<file path="config.mk">
export PLATFORM = sky130hd
export DESIGN_NAME = gcd_sqrt_cell
export DESIGN_NICKNAME = d
export VERILOG_FILES = /design/src/rtl/core/gcd_pkg.sv /design/src/rtl/core/gcd_sqrt_cell.sv
export SDC_FILE = /design/constraint.sdc
export NUM_CORES = 1
export LEC_CHECK = 0
export ABC_AREA = 1
export BUFFER_PORTS_ARGS = -buffer_cell sky130_fd_sc_hd__buf_2
export CAP_MARGIN = 20
export CORE_ASPECT_RATIO = 1.5
export CORE_UTILIZATION = 40
export CTS_BUF_LIST = sky130_fd_sc_hd__clkbuf_16
export CTS_CLUSTER_DIAMETER = 50
export DETAILED_ROUTE_END_ITERATION = 6
export PLACE_DENSITY = 0.7
export SLEW_MARGIN = 20
export SYNTH_ARGS = -nofsm -noshare
export SYNTH_HDL_FRONTEND = slang
export SYNTH_SLANG_ARGS = --single-unit
</file>
<file path="constraint.sdc">
create_clock -name clock -period 5.48 [get_ports clock]
set_input_delay 1.644 -clock clock [delete_from_list [all_inputs] [get_ports clock]]
set_output_delay 1.644 -clock clock [all_outputs]
set_load 0.05 [all_outputs]
</file>
<file path="src/rtl/core/gcd_pkg.sv">
// Shared types, constants and tables of the great-circle distance core.
`default_nettype none
package gcd_pkg;

   // Default number of CORDIC iterations per trig unit
   localparam int CORDIC_STAGES_DEFAULT = 24;

   // Datapath widths
   localparam int DEG_W   = 26;   // degree difference, 16 fraction bits
   localparam int ANGLE_W = 32;   // binary angle, full turn = 2^32
   localparam int CORD_W  = 34;   // CORDIC x, y and residual angle
   localparam int SQRT_W  = 62;   // square root remainder and root
   localparam int DIST_W  = 29;   // distance, 8 fraction bits
   localparam int RAD_W   = 16;   // sphere radius in km

   // Fixed-point constants
   localparam logic [33:0] GAIN_Q30   = 34'd652032874;
   localparam logic [30:0] ONE_Q30    = 31'h4000_0000;
   localparam logic [31:0] TWO_PI_Q29 = 32'd3373259426;
   localparam logic [26:0] RECIP_45   = 27'd95443718;   // ceil(2^32 / 45)
   localparam logic [RAD_W-1:0] RADIUS_RESET = 16'd6371;

   // Register index of the radius register
   localparam logic [0:0] CSR_IDX_RADIUS = 1'b0;

   // Arctangent of 2^-i as binary angle
   localparam logic [31:0] ATAN_BIN [32] = '{
      32'd536870912, 32'd316933406, 32'd167458907, 32'd85004756,
      32'd42667331,  32'd21354465,  32'd10679838,  32'd5340245,
      32'd2670163,   32'd1335087,   32'd667544,    32'd333772,
      32'd166886,    32'd83443,     32'd41722,     32'd20861,
      32'd10430,     32'd5215,      32'd2608,      32'd1304,
      32'd652,       32'd326,       32'd163,       32'd81,
      32'd41,        32'd20,        32'd10,        32'd5,
      32'd3,         32'd1,         32'd1,         32'd0
   };

   // Data handed from one rotation cell to the next
   typedef struct packed {
      logic [CORD_W-1:0] x;
      logic [CORD_W-1:0] y;
      logic [CORD_W-1:0] t;
      logic              flip;
   } rot_type;

   // Data handed from one vectoring cell to the next
   typedef struct packed {
      logic [CORD_W-1:0] x;
      logic [CORD_W-1:0] y;
      logic [CORD_W-1:0] z;
   } vec_type;

   // Data handed from one square root cell to the next
   typedef struct packed {
      logic [SQRT_W-1:0] rem;
      logic [SQRT_W-1:0] root;
   } sqrt_type;

endpackage
`default_nettype wire

</file>
<file path="src/rtl/core/gcd_sqrt_cell.sv">
// One step of the bit-pair integer square root: decides one root bit.
`default_nettype none
module gcd_sqrt_cell #(
   parameter int STEP = 0
) (
   input  wire logic              clock,
   input  wire logic              enable,
   input  wire gcd_pkg::sqrt_type cell_in,
   output gcd_pkg::sqrt_type      cell_out
);

   localparam logic [gcd_pkg::SQRT_W-1:0] BIT =
      gcd_pkg::SQRT_W'(1) << (60 - 2 * STEP);

   gcd_pkg::sqrt_type stage_ff, stage_in;
   logic [gcd_pkg::SQRT_W-1:0] trial;

   // Subtract the trial value where it fits
   always_comb begin
      trial = cell_in.root + BIT;
      if (cell_in.rem >= trial) begin
         stage_in.rem  = cell_in.rem - trial;
         stage_in.root = (cell_in.root >> 1) + BIT;
      end else begin
         stage_in.rem  = cell_in.rem;
         stage_in.root = cell_in.root >> 1;
      end
   end

   always_ff @(posedge clock) begin
      if (enable) begin
         stage_ff <= stage_in;
      end
   end

   assign cell_out = stage_ff;

endmodule
`default_nettype wire

</file>
# [After elaboration in Yosys (flattened, before gate mapping)]
# Cells that the tools add are included.
[totals] reg_bits=124 word_cells=8
[op_classes] n_addsub=3 n_lt_le_gt_ge=1 muxes=1
[ops] cell="124-bit two-way mux" n=1
[ops] cell="61-bit by 61-bit adder with 62-bit output, second input constant" n=1
[ops] cell="62-bit by 61-bit adder with 62-bit output, second input constant" n=1
[ops] cell="62-bit >= comparator" n=1
[ops] cell="62-bit subtractor" n=1

# [Depth between registers and ports, before layout]
[depth] ltp_word=3 ltp_mapped=18

# [Least setup slack after synthesis]
# Ideal clock, no wire load.
[synth_path] kind="in2reg" startpoint="input port cell_in[62] in the netlist's numbering" endpoint="register stage_ff, in the netlist cell_out[60] (data pin)" setup_ps=253 arrival_time_ps=3349 required_ps=5227 slack_ps=1879 cell_stages=18 path_buffers=1 path_cell_list="inv_1 -> ha_1 -> fa_1 -> inv_1 -> nand3_1 -> nand2_4 -> nand2_1 -> nand2_2 -> nand2_1 -> nand2_2 -> nand2_1 -> nand2_1 -> nand2_1 -> nand3_2 -> buf_6 -> nand2_1 -> inv_1 -> nor2_1"
[synth_rtl] item="start: declaration" line="gcd_sqrt_cell.sv:8" rtl="input wire gcd_pkg::sqrt_type cell_in,"
[synth_rtl] item="end signal: assignment" line="gcd_sqrt_cell.sv:32" rtl="stage_ff <= stage_in;"
[synth_rtl] item="end: declaration" line="gcd_sqrt_cell.sv:15" rtl="gcd_pkg::sqrt_type stage_ff, stage_in;"

==> impl_results.rst <==
.. list-table::
   :header-rows: 1

   * - Metric
     - Value
   * - Synthesized area per cell
     - 6.491 sq um
   * - Buffer depth of the longest clock path
     - 2
   * - Floorplan die width
     - 135.7 um
   * - Post-cts gate resize count
     - 0
   * - Floorplan Core Area
     - 26400 sq um
   * - Total I/O pin count
     - 250
   * - Detailed Routing Iterations Pass 1
     - 5
   * - CP Capture Type
     - flip-flop
   * - Post CTS Setup Buffer Count
     - 0
   * - Drt drc
     - 0
   * - MaxCap Viol Count
     - 0
   * - Worst slew margin
     - 0.4551
   * - Num CTS Buffers
     - 17
   * - Count of different cell masters after synthesis
     - 30
   * - Yosys warning total
     - 0
   * - Slew @ Worst Pin
     - 0.8173 ns
   * - Die Area
     - 27490 sq um
   * - Placement-stage worst setup slack
     - 1.015 ns
   * - Final Critical Period
     - 3.911 ns
   * - Net count, final
     - 2099
   * - Final HPWL from detailed placement
     - 33.04 mm
   * - Starting DRC count in detailed routing
     - 566
   * - Routed wire length per instance
     - 17.11 um
   * - Most used cells in the layout excluding fill and tap cells
     - sky130_fd_sc_hd__nand2_1, sky130_fd_sc_hd__inv_1, sky130_fd_sc_hd__buf_2
   * - Endpoint of the most critical setup path
     - cell_out[96]
   * - Total power density per cell area
     - 290.7 nW/um^2
   * - Final weighted congestion in routability-driven placement
     - 0.9920
   * - Overall Power
     - 3.769 mW
   * - Gate count after technology mapping
     - 1653
   * - Peak supply drop
     - 0.2402 mV
   * - Sum of overflow across all layers after global routing
     - 0
   * - Synthesis-to-finish area growth
     - 20.85%
   * - Final-layout setup total negative slack
     - 0 ns
   * - Largest fanout on the critical path
     - 37
   * - Count of pins over their slew limit
     - 0
   * - Number of failing setup endpoints in the final timing report
     - 0
   * - RSZ-0062 raised after global routing
     - false
   * - Crit share post-route
     - 0.7137
   * - Most common cell after layout, fill and taps aside
     - sky130_fd_sc_hd__nand2_1
   * - CTS H-tree depth
     - 4
   * - Post-Synthesis Cell Area
     - 10730 sq um
   * - DRT Wirelength
     - 38.66 mm
   * - # hold bufs at CTS
     - 0
   * - Number of standard-cell rows in the floorplan
     - 73
   * - Final worst hold slack
     - 1.377 ns
   * - Count of fill cells added during filler insertion
     - 2717
   * - Die height
     - 202.6 um
   * - Clock edge transition at the registers on the reported setup and hold paths
     - 0.06 ns
   * - Maximum number of pins on one net before global-route repair
     - 64
   * - Clock tree sinks
     - 124
   * - Via count
     - 10730
   * - Flip-flop count of the largest register, all copies and words added
     - 124
   * - Worst Setup Slack, final
     - 1.569 ns
   * - Antenna Violating Nets Remaining
     - 0
   * - Final instance area
     - 12970 sq um
   * - Tightest Hold Check Type
     - in2reg
   * - Startpoint class of the critical path
     - input pin
   * - Cell leakage power
     - 7.466 nW
   * - Critical path origin
     - cell_in[62]
   * - Clock tree from TritonCTS
     - built
   * - Wire length of the first global-routing pass
     - 58.16 mm
   * - Initial cell density of the core
     - 0.4065
   * - Nets in the synthesized netlist
     - 1842
   * - Sequential-to-total area share from yosys stat
     - 0.3471
   * - Layout cell share with drive strength beyond 1
     - 0.1711
   * - Maximum clock frequency
     - 0.2557 GHz
   * - Total routing resource utilization after global routing
     - 0.2916
   * - CP Class
     - in2reg
   * - Result of the run
     - finished clean
   * - Via/cell ratio
     - 4.749
   * - Count of endpoints failing hold in the final timing report
     - 0
   * - Number of port buffers
     - 249
   * - Flops & latches, synth
     - 124
   * - Area after DPL
     - 12380 sq um
   * - Endpoint required time on the critical path
     - 5.69 ns
   * - Count of inserted antenna diode cells
     - 0
   * - Number of antenna violations at the first check in global routing
     - 0
   * - Signal arrival time at the worst endpoint
     - 4.12 ns
   * - Via count of the first global-routing pass
     - 10610
   * - Clock tree root driver cell
     - sky130_fd_sc_hd__clkbuf_16
## per-stage QoR
step                  util  std cells
global placement    0.4691       2228
detailed placement  0.4691       2228
floorplan                -       1653
finish              0.4912       2260
CTS                 0.4912       2260
global route        0.4912       2260
## synthesized netlist by cell type, drive strengths merged
library cell / instances / area (sq um)
fa: 1 / 20.02
nand4: 18 / 112.6
a21o: 1 / 7.510
nor3: 15 / 96.35
a21oi: 38 / 190.2
nand3b: 2 / 15.01
edfxtp: 124 / 3724
nor2: 118 / 490.5
inv: 406 / 1524
nand3: 132 / 725.7
ha: 62 / 775.7
buf: 15 / 96.34
and3: 1 / 6.260
nor4: 1 / 6.260
and2: 5 / 31.28
xor2: 30 / 262.8
xnor2: 2 / 17.52
nand2: 652 / 2477
o21ai: 30 / 150.1
## critical path, stage by stage
cell                      delay (ns)
sky130_fd_sc_hd__buf_2          0.07
sky130_fd_sc_hd__inv_1          0.05
sky130_fd_sc_hd__ha_1           0.21
sky130_fd_sc_hd__fa_1           0.42
sky130_fd_sc_hd__inv_1          0.10
sky130_fd_sc_hd__nand3_1        0.11
sky130_fd_sc_hd__nand2_4        0.12
sky130_fd_sc_hd__nand2_1        0.06
sky130_fd_sc_hd__nand2_2        0.11
sky130_fd_sc_hd__nand2_1        0.08
sky130_fd_sc_hd__nand2_2        0.13
sky130_fd_sc_hd__nand2_1        0.11
sky130_fd_sc_hd__nand3_2        0.10
sky130_fd_sc_hd__nand2_2        0.46
sky130_fd_sc_hd__nand3_1        0.24
sky130_fd_sc_hd__nand2_1        0.08
## layer usage
layer | track usage | wire length, um | vias to the layer above
met5 | 0 | 0 | -
met4 | 0.1465 | 1895 | 0
met3 | 0.04270 | 1336 | 75
met2 | 0.5745 | 21780 | 289
met1 | 0.2860 | 13650 | 4811
li1 | - | - | 5558
## report_power, final
part	leakage [nW]	internal, mW	switching [mW]
clock	0.288	0.703	0.445
combinational	5.97	0.362	1.04
sequential	1.21	1.19	0.0276
total	7.47	2.25	1.51
## logic make-up (layout without fill, tap and decap cells)
logic type      count (synthesis)  after routing  synth area share
simple gates                  944            944            0.3692
buf+inv                       421            691            0.1510
flops                         124            124            0.3471
compound gates                 69             69           0.03242
fa+ha+maj                      63             63           0.07417
xor+xnor                       32             32           0.02612
## layout make-up
cell class                 instances  area (sq um)  area share
multi-input combinational       1108          5385      0.4153
sequential                       124          3724      0.2872
inverter                         406          1524      0.1175
timing repair buffer             253          1329      0.1025
clock buffer                      17         425.4     0.03281
tap                              337         421.7     0.03252
clock inverter                    15         157.7     0.01216
## worst min path at each step
| stage | start | slack, ns | endpoint | depth (start not counted) |
|---|---|---|---|---|
| after global routing | cell_in[46] | 1.36 | cell_out[45] | 1 |
| after detailed placement | cell_in[50] | 1.84 | cell_out[49] | 1 |
| after CTS | cell_in[34] | 1.36 | cell_out[33] | 1 |
| after floorplan | cell_in[1] | 1.74 | cell_out[0] | 0 |
| final | cell_in[47] | 1.38 | cell_out[46] | 1 |
| after global placement | cell_in[46] | 1.84 | cell_out[45] | 1 |
Power figures use the tool's default switching activity.
