`config.mk`:
```
export PLATFORM = sky130hd
export DESIGN_NAME = gcd_rot_cell
export DESIGN_NICKNAME = d
export VERILOG_FILES = /design/src/rtl/core/gcd_pkg.sv /design/src/rtl/core/gcd_rot_cell.sv
export SDC_FILE = /design/constraint.sdc
export NUM_CORES = 1
export LEC_CHECK = 0
export BUFFER_PORTS_ARGS = -buffer_cell sky130_fd_sc_hd__clkbuf_2
export CAP_MARGIN = 40
export CELL_PAD_IN_SITES_DETAIL_PLACEMENT = 0
export CELL_PAD_IN_SITES_GLOBAL_PLACEMENT = 1
export CORE_MARGIN = 5
export CORE_UTILIZATION = 42
export DETAILED_ROUTE_END_ITERATION = 10
export GPL_TIMING_DRIVEN = 0
export PLACE_DENSITY_LB_ADDON = 0.1
export SYNTH_ARGS = -nofsm -noshare
export SYNTH_HDL_FRONTEND = slang
export SYNTH_SLANG_ARGS = --single-unit
```
`constraint.sdc`:
```
create_clock -name clock -period 4.3 [get_ports clock]
set_input_delay 0.86 -clock clock [delete_from_list [all_inputs] [get_ports clock]]
set_output_delay 0.86 -clock clock [all_outputs]
set_load 0.02 [all_outputs]
```
`src/rtl/core/gcd_pkg.sv`:
```
// Shared types, constants and tables of the great-circle distance core.
`default_nettype none
package gcd_pkg;

   // Default number of CORDIC iterations per trig unit
   localparam int CORDIC_STAGES_DEFAULT = 24;

   // Datapath widths
   localparam int DEG_W   = 26;   // degree difference, 16 fraction bits
   localparam int ANGLE_W = 32;   // binary angle, full turn = 2^32
   localparam int CORD_W  = 34;   // CORDIC x, y and residual angle
   localparam int SQRT_W  = 62;   // square root remainder and root
   localparam int DIST_W  = 29;   // distance, 8 fraction bits
   localparam int RAD_W   = 16;   // sphere radius in km

   // Fixed-point constants
   localparam logic [33:0] GAIN_Q30   = 34'd652032874;
   localparam logic [30:0] ONE_Q30    = 31'h4000_0000;
   localparam logic [31:0] TWO_PI_Q29 = 32'd3373259426;
   localparam logic [26:0] RECIP_45   = 27'd95443718;   // ceil(2^32 / 45)
   localparam logic [RAD_W-1:0] RADIUS_RESET = 16'd6371;

   // Register index of the radius register
   localparam logic [0:0] CSR_IDX_RADIUS = 1'b0;

   // Arctangent of 2^-i as binary angle
   localparam logic [31:0] ATAN_BIN [32] = '{
      32'd536870912, 32'd316933406, 32'd167458907, 32'd85004756,
      32'd42667331,  32'd21354465,  32'd10679838,  32'd5340245,
      32'd2670163,   32'd1335087,   32'd667544,    32'd333772,
      32'd166886,    32'd83443,     32'd41722,     32'd20861,
      32'd10430,     32'd5215,      32'd2608,      32'd1304,
      32'd652,       32'd326,       32'd163,       32'd81,
      32'd41,        32'd20,        32'd10,        32'd5,
      32'd3,         32'd1,         32'd1,         32'd0
   };

   // Data handed from one rotation cell to the next
   typedef struct packed {
      logic [CORD_W-1:0] x;
      logic [CORD_W-1:0] y;
      logic [CORD_W-1:0] t;
      logic              flip;
   } rot_type;

   // Data handed from one vectoring cell to the next
   typedef struct packed {
      logic [CORD_W-1:0] x;
      logic [CORD_W-1:0] y;
      logic [CORD_W-1:0] z;
   } vec_type;

   // Data handed from one square root cell to the next
   typedef struct packed {
      logic [SQRT_W-1:0] rem;
      logic [SQRT_W-1:0] root;
   } sqrt_type;

endpackage
`default_nettype wire

```
`src/rtl/core/gcd_rot_cell.sv`:
```
// One rotation-mode CORDIC cell: a fixed micro-rotation by atan(2^-STAGE).
`default_nettype none
module gcd_rot_cell #(
   parameter int STAGE = 0
) (
   input  wire logic             clock,
   input  wire logic             enable,
   input  wire gcd_pkg::rot_type cell_in,
   output gcd_pkg::rot_type      cell_out
);

   localparam logic [gcd_pkg::CORD_W-1:0] ATAN =
      gcd_pkg::CORD_W'(gcd_pkg::ATAN_BIN[STAGE]);

   gcd_pkg::rot_type stage_ff, stage_in;
   logic signed [gcd_pkg::CORD_W-1:0] xs, ys;

   // Rotate toward zero residual angle
   always_comb begin
      xs = $signed(cell_in.x) >>> STAGE;
      ys = $signed(cell_in.y) >>> STAGE;
      stage_in.flip = cell_in.flip;
      if (!cell_in.t[gcd_pkg::CORD_W-1]) begin
         stage_in.x = cell_in.x - ys;
         stage_in.y = cell_in.y + xs;
         stage_in.t = cell_in.t - ATAN;
      end else begin
         stage_in.x = cell_in.x + ys;
         stage_in.y = cell_in.y - xs;
         stage_in.t = cell_in.t + ATAN;
      end
   end

   always_ff @(posedge clock) begin
      if (enable) begin
         stage_ff <= stage_in;
      end
   end

   assign cell_out = stage_ff;

endmodule
`default_nettype wire

```
== Yosys cells after proc, flatten, opt, wreduce, memory -nomap -nowiden ==
Cells that the tools add are included.
Operators by class
  $add $sub $neg: 5
  multiplexer cells: 1
Operators by type and width (number)
  102-bit 2-to-1 mux: 1
  34-bit subtractor: 2
  34-bit by 30-bit adder with 34-bit output, second input constant: 1
  34-bit adder: 1
  34-bit by 30-bit subtractor with 34-bit output, second input constant: 1
Word-level totals
  register bits after elaboration: 103
  input port bits: 105
  output and inout port bits: 103

== Logic depth before layout (Yosys ltp) ==
Gate-level depths: netlist of the first run.
  depth after elaboration: 2
  depth in mapped cells: 13
  depth with buffers taken out: 13

== Worst setup path after synthesis of the first run ==
OpenSTA, ideal clock, no wires.
  path type: input port to flip-flop
  start: input port cell_in[35] (netlist name)
  end: register stage_ff (netlist bit cell_out[65]) (data pin)
  library setup time: 0.267 ns
  arrival: 3.190 ns
  required time: 4.033 ns
  slack: 0.843 ns
  stages on the path: 12
  path buffers: 0
  cells stage by stage: ha_1 > fa_1 > nor2b_1 > or3_1 > a21oi_1 > o21bai_2 > a31oi_1 > o31ai_2 > a31oi_1 > o41a_1 > o32ai_1 > xnor2_1
RTL lines
  start: declaration: RTL line gcd_rot_cell.sv:8  | input wire gcd_pkg::rot_type cell_in,
  end signal: assignment: RTL line gcd_rot_cell.sv:36  | stage_ff <= stage_in;
  end: declaration: RTL line gcd_rot_cell.sv:15  | gcd_pkg::rot_type stage_ff, stage_in;

==> flow_metrics.env, run 1 <==
export IMPL_cts_buffer_depth=2
export IMPL_arrival_ns=4.11
export IMPL_timing_final_crit_share_pct=93.3
export IMPL_synth_cell_types=80
export IMPL_grt_pass1_vias=8154
export IMPL_critPathMaxFanout=5
export IMPL_p_per_area_nw_per_um2=331
export IMPL_core_area_um2=21200
export IMPL_drive_above_1_share_pct=21.9
export IMPL_syn_to_final_growth_pct=19.3
export IMPL_io_pin_count=208
export IMPL_synth_top_area_share_pct=33.8
export IMPL_diodes=0
export IMPL_cts_clk_slew_worst_paths_ns=0.07
export IMPL_drtPass1Iterations=5
export IMPL_fmax_ghz=0.249
export IMPL_synth_area_leaders="edfxtp_1 (34%), ha_1 (14%), a21oi_1 (6.5%)"
export IMPL_critPathRequiredTime_ns=4.40
export IMPL_initial_core_util_pct=42.8
export IMPL_cts_root_buf="clkbuf_16"
export IMPL_slew_violations=0
export IMPL_dp_hpwl_mm=24.8
export IMPL_critical_path_class="in -> reg"
export IMPL_worstMarginPinSlew_ns=0.903
export IMPL_dieArea_um2=24600
export IMPL_vias=8394
export IMPL_clkSinkCount=102
export IMPL_setup_viol=0
export IMPL_postCtsSetupBuffers=0
export IMPL_yosysTopAreaCell="edfxtp_1"
export IMPL_rsz0062_at_grt="no"
export IMPL_hold_viol_final=0
export IMPL_synth_edf_count=102
export IMPL_synthCells=998
export IMPL_ys_seq_elements=102
export IMPL_grt_max_degree=67
export IMPL_ys_warn_count=0
export IMPL_viasPerCell=5.59
export IMPL_worst_hold_path_type="in -> reg"
export IMPL_syn_avg_cell_area_um2=9.08
export IMPL_antenna_left=0
export IMPL_status="complete, no violations"
export IMPL_synth_fp_nets=1209
export IMPL_totalNegativeSetupSlack_ns=0
export IMPL_ys_flop_type="edfxtp_1"
export IMPL_power_leakage_nw=4.79
export IMPL_routabilityCongestion=0.976
export IMPL_max_vdd_ir_drop_mv=0.211
export IMPL_slew_headroom_pct=39.8
export IMPL_yosysMostFrequentCell="a21oi_1"
export IMPL_synthTopCellsByCount="a21oi_1 (118), edfxtp_1 (102), ha_1 (102)"
export IMPL_grtUsageTotal_pct=24.5
export IMPL_cp_cell_sequence="clkbuf_2 -> inv_1 -> ha_1 -> nor2b_1 -> o31a_1 -> o21ai_0 -> o31ai_1 -> a211oi_1 -> o221ai_1 -> a21oi_1 -> or3_1 -> a32o_1 -> xnor2_1"
export IMPL_drt_wl_total_mm=31.1
export IMPL_fp_row_count=53
export IMPL_grt_pass1_wl_mm=46.6
export IMPL_synthArstFlopShare_pct=0
export IMPL_hold_ws_ns=0.672
export IMPL_cts_max_level=3
export IMPL_antenna_found_initial=0
export IMPL_synth_area_um2=9060
export IMPL_cts_buffers_inserted=9
export IMPL_maxCapViolations=0
export IMPL_layout_setup_ws_ns=0.289
export IMPL_cp_start_kind="primary input"
export IMPL_dp_slack_ns=-0.271
export IMPL_seq_area_frac_synth_pct=33.8
export IMPL_crit_path_top_delay_cell="o31ai_1"
export IMPL_drc=0
export IMPL_slowest_delay_ns=0.64
export IMPL_crit_path_end_kind="register"
export IMPL_cts_hold_buf=0
export IMPL_final_nets=1432
export IMPL_die_w_um=157
export IMPL_wire_per_inst_um=20.7
export IMPL_die_h_um=157
export IMPL_portBuffers=207
export IMPL_min_period_ns=4.01
export IMPL_tritoncts="done"
export IMPL_gr_total_overflow=0
export IMPL_largest_reg_flops=102
export IMPL_drtIter0Drc=813
worst paths after layout:
kind,start,end,cells after the start
max,cell_in[36],cell_out[102],13
min,cell_in[7],cell_out[7],1
worst max-delay path, delay by kind of cell:
kind / cells / cell delay, ns
AND/OR/NAND/NOR: 2 / 0.58
XOR/XNOR: 1 / 0.12
adder cells (fa/ha/maj): 1 / 0.32
AO/OA/AOI/OAI: 7 / 1.94
buffers and inverters: 2 / 0.26
stage by stage:
step                instances  utilization, %  area [µm²]  power, mW
CTS                      1501            51.0       10800       3.59
floorplan                 998               -        9060       2.25
global placement         1480            49.4       10400       2.74
global route             1501            51.1       10800       3.76
detailed placement       1485            49.7       10500       2.75
finish                   1501            51.1       10800       3.57
kinds of logic after synthesis:
| group | synth area share (%) |
|---|---|
| AO/OA/AOI/OAI | 23.6 |
| XOR/XNOR | 6.67 |
| adder cells (fa/ha/maj) | 15.0 |
| buffers and inverters | 6.78 |
| flip-flops | 33.8 |
| multiplexers | 1.77 |
| AND/OR/NAND/NOR | 12.4 |
area by class of cell:
cell class              count  area, µm²
plain buffers              47        223
clock buffers              11        233
clock inverters             5       43.8
fillers                  2058      10300
inverters                 103        392
multi-input cells         746       5390
flip-flops and latches    102       3060
well taps                 275        344
repair buffers            212       1120
report_power, final:
group	leakage [nW]	switching, mW	internal, mW
Sequential	0.998	0.0357	1.28
Combinational	3.67	0.926	0.498
Clock	0.128	0.431	0.403
layer usage:
layer | routed length (µm) | vias to the layer above | global-route usage, %
met5 | 0 | - | 0
met2 | 14300 | 391 | 40.3
li1 | - | 4030 | -
met3 | 2420 | 40 | 4.01
met1 | 13700 | 3933 | 33.5
met4 | 650 | 0 | 6.49
layout by cell type (no fill, tap or decap), drive strengths merged, types with 4 or more instances in the layout:
cell type	count
clkbuf	239
a21oi	120
ha	102
edfxtp	102
nor2	99
inv	99
xnor2	65
o21ai	54
nand2	43
buf	31
nor3	23
o21bai	23
a21o	21
mux2i	16
o31ai	14
nor2b	12
nand3	11
o21a	11
nand4	11
nand2b	8
clkinv	7
a2111oi	7
o31a	6
a211oi	6
o211ai	6
nor4	6
a31oi	6
or2	5
a21boi	5
xor2	4
or3	4
o311ai	4
or4	4
fa	4
o41a	4
timing repair:
action                                 4_1_cts  5_1_grt
endpoints found under the hold margin        0        0
resized for setup                            0        1
setup endpoints to repair                    0        4
(Power assumes the default switching activity.)
==> run 2, diff against run 1 <==
- BUFFER_PORTS_ARGS: -buffer_cell sky130_fd_sc_hd__clkbuf_2 -> -buffer_cell sky130_fd_sc_hd__buf_2
- TNS_END_PERCENT: unset -> 30
- clock period: 4.3 -> 4.1 ns (I/O delays scaled with it)
==> flow_metrics.env, run 2 (synthesis gave the netlist of run 1 again) <==
export IMPL_status="complete, no violations"
export IMPL_cts_buffers_inserted=9
export IMPL_max_vdd_ir_drop_mv=0.236
export IMPL_io_pin_count=208
export IMPL_dieArea_um2=24600
export IMPL_timing_final_crit_share_pct=97.0
export IMPL_fmax_ghz=0.251
export IMPL_layout_setup_ws_ns=0.121
export IMPL_dp_hpwl_mm=24.5
export IMPL_core_area_um2=21200
export IMPL_grt_pass1_wl_mm=46.2
export IMPL_critical_path_class="in -> reg"
export IMPL_gr_total_overflow=0
export IMPL_min_period_ns=3.98
export IMPL_portBuffers=207
export IMPL_layout_commonest_cell="buf_2"
export IMPL_final_nets=1432
export IMPL_arrival_ns=4.08
export IMPL_initial_core_util_pct=42.8
export IMPL_drtIter0Drc=819
export IMPL_drc=0
export IMPL_p_per_area_nw_per_um2=346
export IMPL_postCtsSetupBuffers=0
export IMPL_fill_cells=2066
export IMPL_worstMarginPinSlew_ns=0.915
export IMPL_drt_wl_total_mm=30.8
export IMPL_hold_viol_final=0
export IMPL_setup_viol=0
export IMPL_largest_reg_flops=102
export IMPL_syn_to_final_growth_pct=19.3
export IMPL_maxCapViolations=0
export IMPL_antenna_left=0
export IMPL_fp_row_count=53
export IMPL_dp_slack_ns=-0.348
export IMPL_hold_ws_ns=0.631
export IMPL_critPathMaxFanout=5
export IMPL_cts_buffer_depth=2
export IMPL_postLayoutCoreUtil_pct=51.1
export IMPL_p_comb_share_pct=39.9
export IMPL_p_sw_share_pct=38.8
export IMPL_power_leakage_nw=4.76
export IMPL_cts_max_level=3
export IMPL_drive_above_1_share_pct=22.0
export IMPL_grt_pass1_vias=8166
export IMPL_tritoncts="done"
export IMPL_cp_start_kind="primary input"
export IMPL_viasPerCell=5.58
export IMPL_p_switching_mw=1.45
export IMPL_wire_per_inst_um=20.5
export IMPL_cts_root_buf="clkbuf_16"
export IMPL_routabilityCongestion=0.961
export IMPL_diodes=0
export IMPL_final_cell_mix="buf_2 (212), a21oi_1 (118), ha_1 (102), edfxtp_1 (102), nor2_1 (99)"
export IMPL_clkSinkCount=102
export IMPL_drtPass1Iterations=5
export IMPL_vias=8370
export IMPL_intPower_mw=2.29
export IMPL_worst_hold_path_type="in -> reg"
export IMPL_slew_violations=0
export IMPL_grtUsageTotal_pct=24.3
export IMPL_die_h_um=157
export IMPL_totalNegativeSetupSlack_ns=0
export IMPL_critPathRequiredTime_ns=4.20
export IMPL_slew_headroom_pct=39.0
export IMPL_seq_power_share_pct=36.7
export IMPL_p_clk_share_pct=23.4
export IMPL_cts_clk_slew_worst_paths_ns=0.07
export IMPL_crit_path_end_kind="register"
export IMPL_die_w_um=157
export IMPL_antenna_found_initial=0
export IMPL_rsz0062_at_grt="yes"
export IMPL_grt_max_degree=67
[run 2: cell types whose count changed in the layout (fill, tap and decap cells not counted), moves of 2 or more]
cell	before	now
clkbuf_1	22	20
clkinvlp_4	2	0
clkbuf_2	207	1
clkinv_4	1	4
buf_2	6	212
[run 2: path summary, 6_finish.rpt]
| path | start | to | cells after the start |
|---|---|---|---|
| worst max-delay path | cell_in[36] | cell_out[102] | 13 |
| worst min-delay path | cell_in[1] | cell_out[1] | 1 |
[run 2: power groups by stage]
| stage | clock network (mW) | registers, mW | logic (mW) |
|---|---|---|---|
| floorplan | 0 | 1.60 | 0.758 |
| global placement | 0 | 1.40 | 1.47 |
| detailed placement | 0 | 1.40 | 1.48 |
| CTS | 0.895 | 1.38 | 1.49 |
| global route | 0.938 | 1.39 | 1.61 |
| finish | 0.875 | 1.37 | 1.49 |
[run 2: what timing repair did]
item                       in CTS  in global routing
setup endpoints to repair       0                  7
hold buffers                    0                  0
gates resized for setup         0                  1
[run 2: worst max-delay path, cell delays in order]
cell and delay, ns:
buf_2 0.16, inv_1 0.10, ha_1 0.31, nor2b_1 0.18
o31a_1 0.16, o21ai_0 0.23, o31ai_1 0.67, a211oi_1 0.23
o221ai_1 0.24, a21oi_1 0.22, or3_1 0.39, a32o_1 0.25
xnor2_1 0.12
[run 2: per-layer routing]
layer,wire (µm),share of wire (%),global-route usage [%]
met2,13800,45,39.3
met4,845,2.7,8.02
met1,13800,45,33.7
met3,2320,7.5,3.04
met5,0,0,0
[run 2: area by class of cell]
cell class | instances | area [µm²] | share of cell area (%)
timing repair buffer | 212 | 1120 | 10.3
sequential | 102 | 3060 | 28.3
clock inverter | 6 | 57.6 | 0.532
inverter | 103 | 392 | 3.62
tap | 275 | 344 | 3.18
clock buffer | 9 | 225 | 2.08
buffer | 47 | 223 | 2.06
multi-input combinational | 746 | 5390 | 49.8
[run 2: through the flow]
| step | instances | area (µm²) | power, mW |
|---|---|---|---|
| global route | 1500 | 10800 | 3.94 |
| finish | 1500 | 10800 | 3.74 |
| detailed placement | 1485 | 10500 | 2.88 |
| floorplan | 998 | 9060 | 2.36 |
| CTS | 1500 | 10800 | 3.76 |
| global placement | 1480 | 10400 | 2.87 |
==> run 3, diff against run 2 <==
- ABC_AREA: unset -> 1
- CORE_UTILIZATION: 42 -> 37
==> flow_metrics.env, run 3 <==
export IMPL_hold_viol_final=0
export IMPL_synth_area_leaders="edfxtp_1 (29%), nand2_1 (16%), ha_1 (12%)"
export IMPL_die_w_um=179
export IMPL_antenna_found_initial=0
export IMPL_synthCells=1570
export IMPL_critPathRequiredTime_ns=4.22
export IMPL_synth_fp_nets=1781
export IMPL_slew_violations=0
export IMPL_initial_core_util_pct=37.8
export IMPL_cp_startpoint="cell_in[53]"
export IMPL_core_area_um2=27900
export IMPL_crit_path_end_kind="register"
export IMPL_fp_row_count=61
export IMPL_largest_reg_flops=102
export IMPL_status="complete, no violations"
export IMPL_final_nets=2005
export IMPL_grt_pass1_wl_mm=61.3
export IMPL_layout_commonest_cell="nand2_1"
export IMPL_maxCapViolations=0
export IMPL_worst_hold_path_type="in -> reg"
export IMPL_cts_root_buf="clkbuf_16"
export IMPL_multi_input_area_um2=6320
export IMPL_slowest_delay_ns=0.37
export IMPL_routabilityCongestion=0.930
export IMPL_cts_buffers_inserted=9
export IMPL_rsz0062_at_grt="no"
export IMPL_synthTopCellsByCount="nand2_1 (456), inv_1 (232), nand3_1 (164)"
export IMPL_critPathMaxFanout=9
export IMPL_clkSinkCount=102
export IMPL_max_vdd_ir_drop_mv=0.235
export IMPL_viasPerCell=5.05
export IMPL_gr_total_overflow=0
export IMPL_cts_resized=0
export IMPL_cts_max_level=3
export IMPL_cp_start_kind="primary input"
export IMPL_ys_warn_count=0
export IMPL_synth_cell_types=42
export IMPL_setup_viol=0
export IMPL_dp_slack_ns=0.871
export IMPL_synth_area_um2=10500
export IMPL_wire_per_inst_um=19.1
export IMPL_arrival_ns=3.06
export IMPL_drc=0
export IMPL_synth_top_area_share_pct=29.0
export IMPL_cts_buffer_depth=2
export IMPL_layout_setup_ws_ns=1.16
export IMPL_drtIter0Drc=675
export IMPL_slew_headroom_pct=42.1
export IMPL_cp_common_cell="nand2_1"
export IMPL_fmax_ghz=0.340
export IMPL_dp_hpwl_mm=35.4
export IMPL_cts_clk_slew_worst_paths_ns=0.08
export IMPL_final_cell_mix="nand2_1 (456), inv_1 (232), buf_2 (218), nand3_1 (164), nor2_1 (135)"
export IMPL_drive_above_1_share_pct=16.4
export IMPL_fill_cells=3093
export IMPL_min_period_ns=2.94
export IMPL_synthArstFlopShare_pct=0
export IMPL_seq_area_um2=3060
export IMPL_totalNegativeSetupSlack_ns=0
export IMPL_timing_final_crit_share_pct=71.7
export IMPL_syn_to_final_growth_pct=17.9
export IMPL_yosysMostFrequentCell="nand2_1"
export IMPL_drtPass1Iterations=5
export IMPL_ys_seq_elements=102
export IMPL_postCtsSetupBuffers=0
export IMPL_worstMarginPinSlew_ns=0.869
export IMPL_p_per_area_nw_per_um2=308
export IMPL_grt_max_degree=72
export IMPL_syn_avg_cell_area_um2=6.72
export IMPL_io_pin_count=208
export IMPL_ys_flop_type="edfxtp_1"
export IMPL_synth_edf_count=102
export IMPL_cts_hold_buf=0
export IMPL_drt_wl_total_mm=41.5
export IMPL_crit_path_top_delay_cell="a21oi_1"
export IMPL_yosysTopAreaCell="edfxtp_1"
export IMPL_critical_path_class="in -> reg"
export IMPL_die_h_um=179
export IMPL_tritoncts="done"
export IMPL_grtUsageTotal_pct=25.6
export IMPL_seq_area_frac_synth_pct=29.0
export IMPL_antenna_left=0
export IMPL_dieArea_um2=32000
export IMPL_vias=11000
export IMPL_endpoint="cell_out[100]"
export IMPL_dp_cells=2161
export IMPL_grt_pass1_vias=10700
export IMPL_cp_cell_sequence="buf_2 -> inv_1 -> ha_1 -> buf_2 -> inv_1 -> a21oi_1 -> o21ai_0 -> nand2_1 -> nand2_1 -> a21oi_1 -> nand3_1 -> nand3_1 -> nand2_1"
export IMPL_final_cells=2177
export IMPL_power_leakage_nw=6.38
export IMPL_portBuffers=206
-- run 3: cell count changes after synthesis, moves of 10 or more --
cell / change
mux2i_1: -16
inv_1: +136
nor2_1: +36
xor2_1: +23
a21o_1: -15
o21ai_0: +33
o31ai_1: -10
nand3_1: +153
nor3_1: -11
xnor2_1: -65
buf_1: -11
nor2b_1: -11
nand2_1: +413
a21oi_1: -14
-- run 3: how the worst min path moves through the flow --
stage,cells after the start,slack (ns),endpoint,startpoint
finish,1,0.63,cell_out[28],cell_in[28]
global route,1,0.62,cell_out[7],cell_in[7]
CTS,1,0.62,cell_out[15],cell_in[15]
detailed placement,1,1.0,cell_out[7],cell_in[7]
global placement,1,1.0,cell_out[7],cell_in[7]
floorplan,0,0.92,cell_out[0],cell_in[0]
-- run 3: metrics by stage --
step	cell area [µm²]	hold slack, ns	total power, mW	util, %
CTS	12400	0.624	3.86	44.5
detailed placement	12200	0.998	2.96	43.5
floorplan	10500	0.919	2.37	-
global route	12400	0.620	4.07	44.5
finish	12400	0.629	3.83	44.5
global placement	12100	0.996	2.95	43.1
-- run 3: final cells by class --
| cell class | instances | share of cell area [%] |
|---|---|---|
| inverter | 237 | 7.15 |
| antenna | 1 | 0.0201 |
| buffer | 46 | 2.20 |
| tap | 378 | 3.80 |
| sequential | 102 | 24.6 |
| timing repair buffer | 213 | 9.13 |
| clock buffer | 9 | 1.81 |
| clock inverter | 6 | 0.433 |
| multi-input combinational | 1185 | 50.8 |
-- run 3: logic make-up (layout without fill, tap and decap cells) --
logic type               Yosys count  after routing  synth area share [%]
AND/OR/NAND/NOR                  813            813                  32.5
adder cells (fa/ha/maj)          106            106                  12.9
AO/OA/AOI/OAI                    239            239                  12.4
XOR/XNOR                          27             27                  2.24
other                              0              1                     0
flip-flops                       102            102                  29.0
buffers and inverters            283            511                  11.0
-- run 3: worst max-delay path: cells and delay by family --
kind,cells,cell delay [ns]
AND/OR/NAND/NOR,5,0.50
buffers and inverters,4,0.58
AO/OA/AOI/OAI,3,0.88
adder cells (fa/ha/maj),1,0.26
-- run 3: where the power goes --
group	leakage, nW	internal (mW)	switching [mW]
sequential	0.997	1.31	0.0268
clock	0.134	0.422	0.458
combinational	5.24	0.494	1.12
total	6.38	2.23	1.61
-- run 3: per-layer routing --
metal  GRT usage, %  vias to the layer above  routed length [µm]
met2           40.4                      359               18000
met3           3.50                       42                2890
met4           6.04                        0                 807
met1           37.1                     5066               19800
li1               -                     5527                   -
met5              0                        -                   0
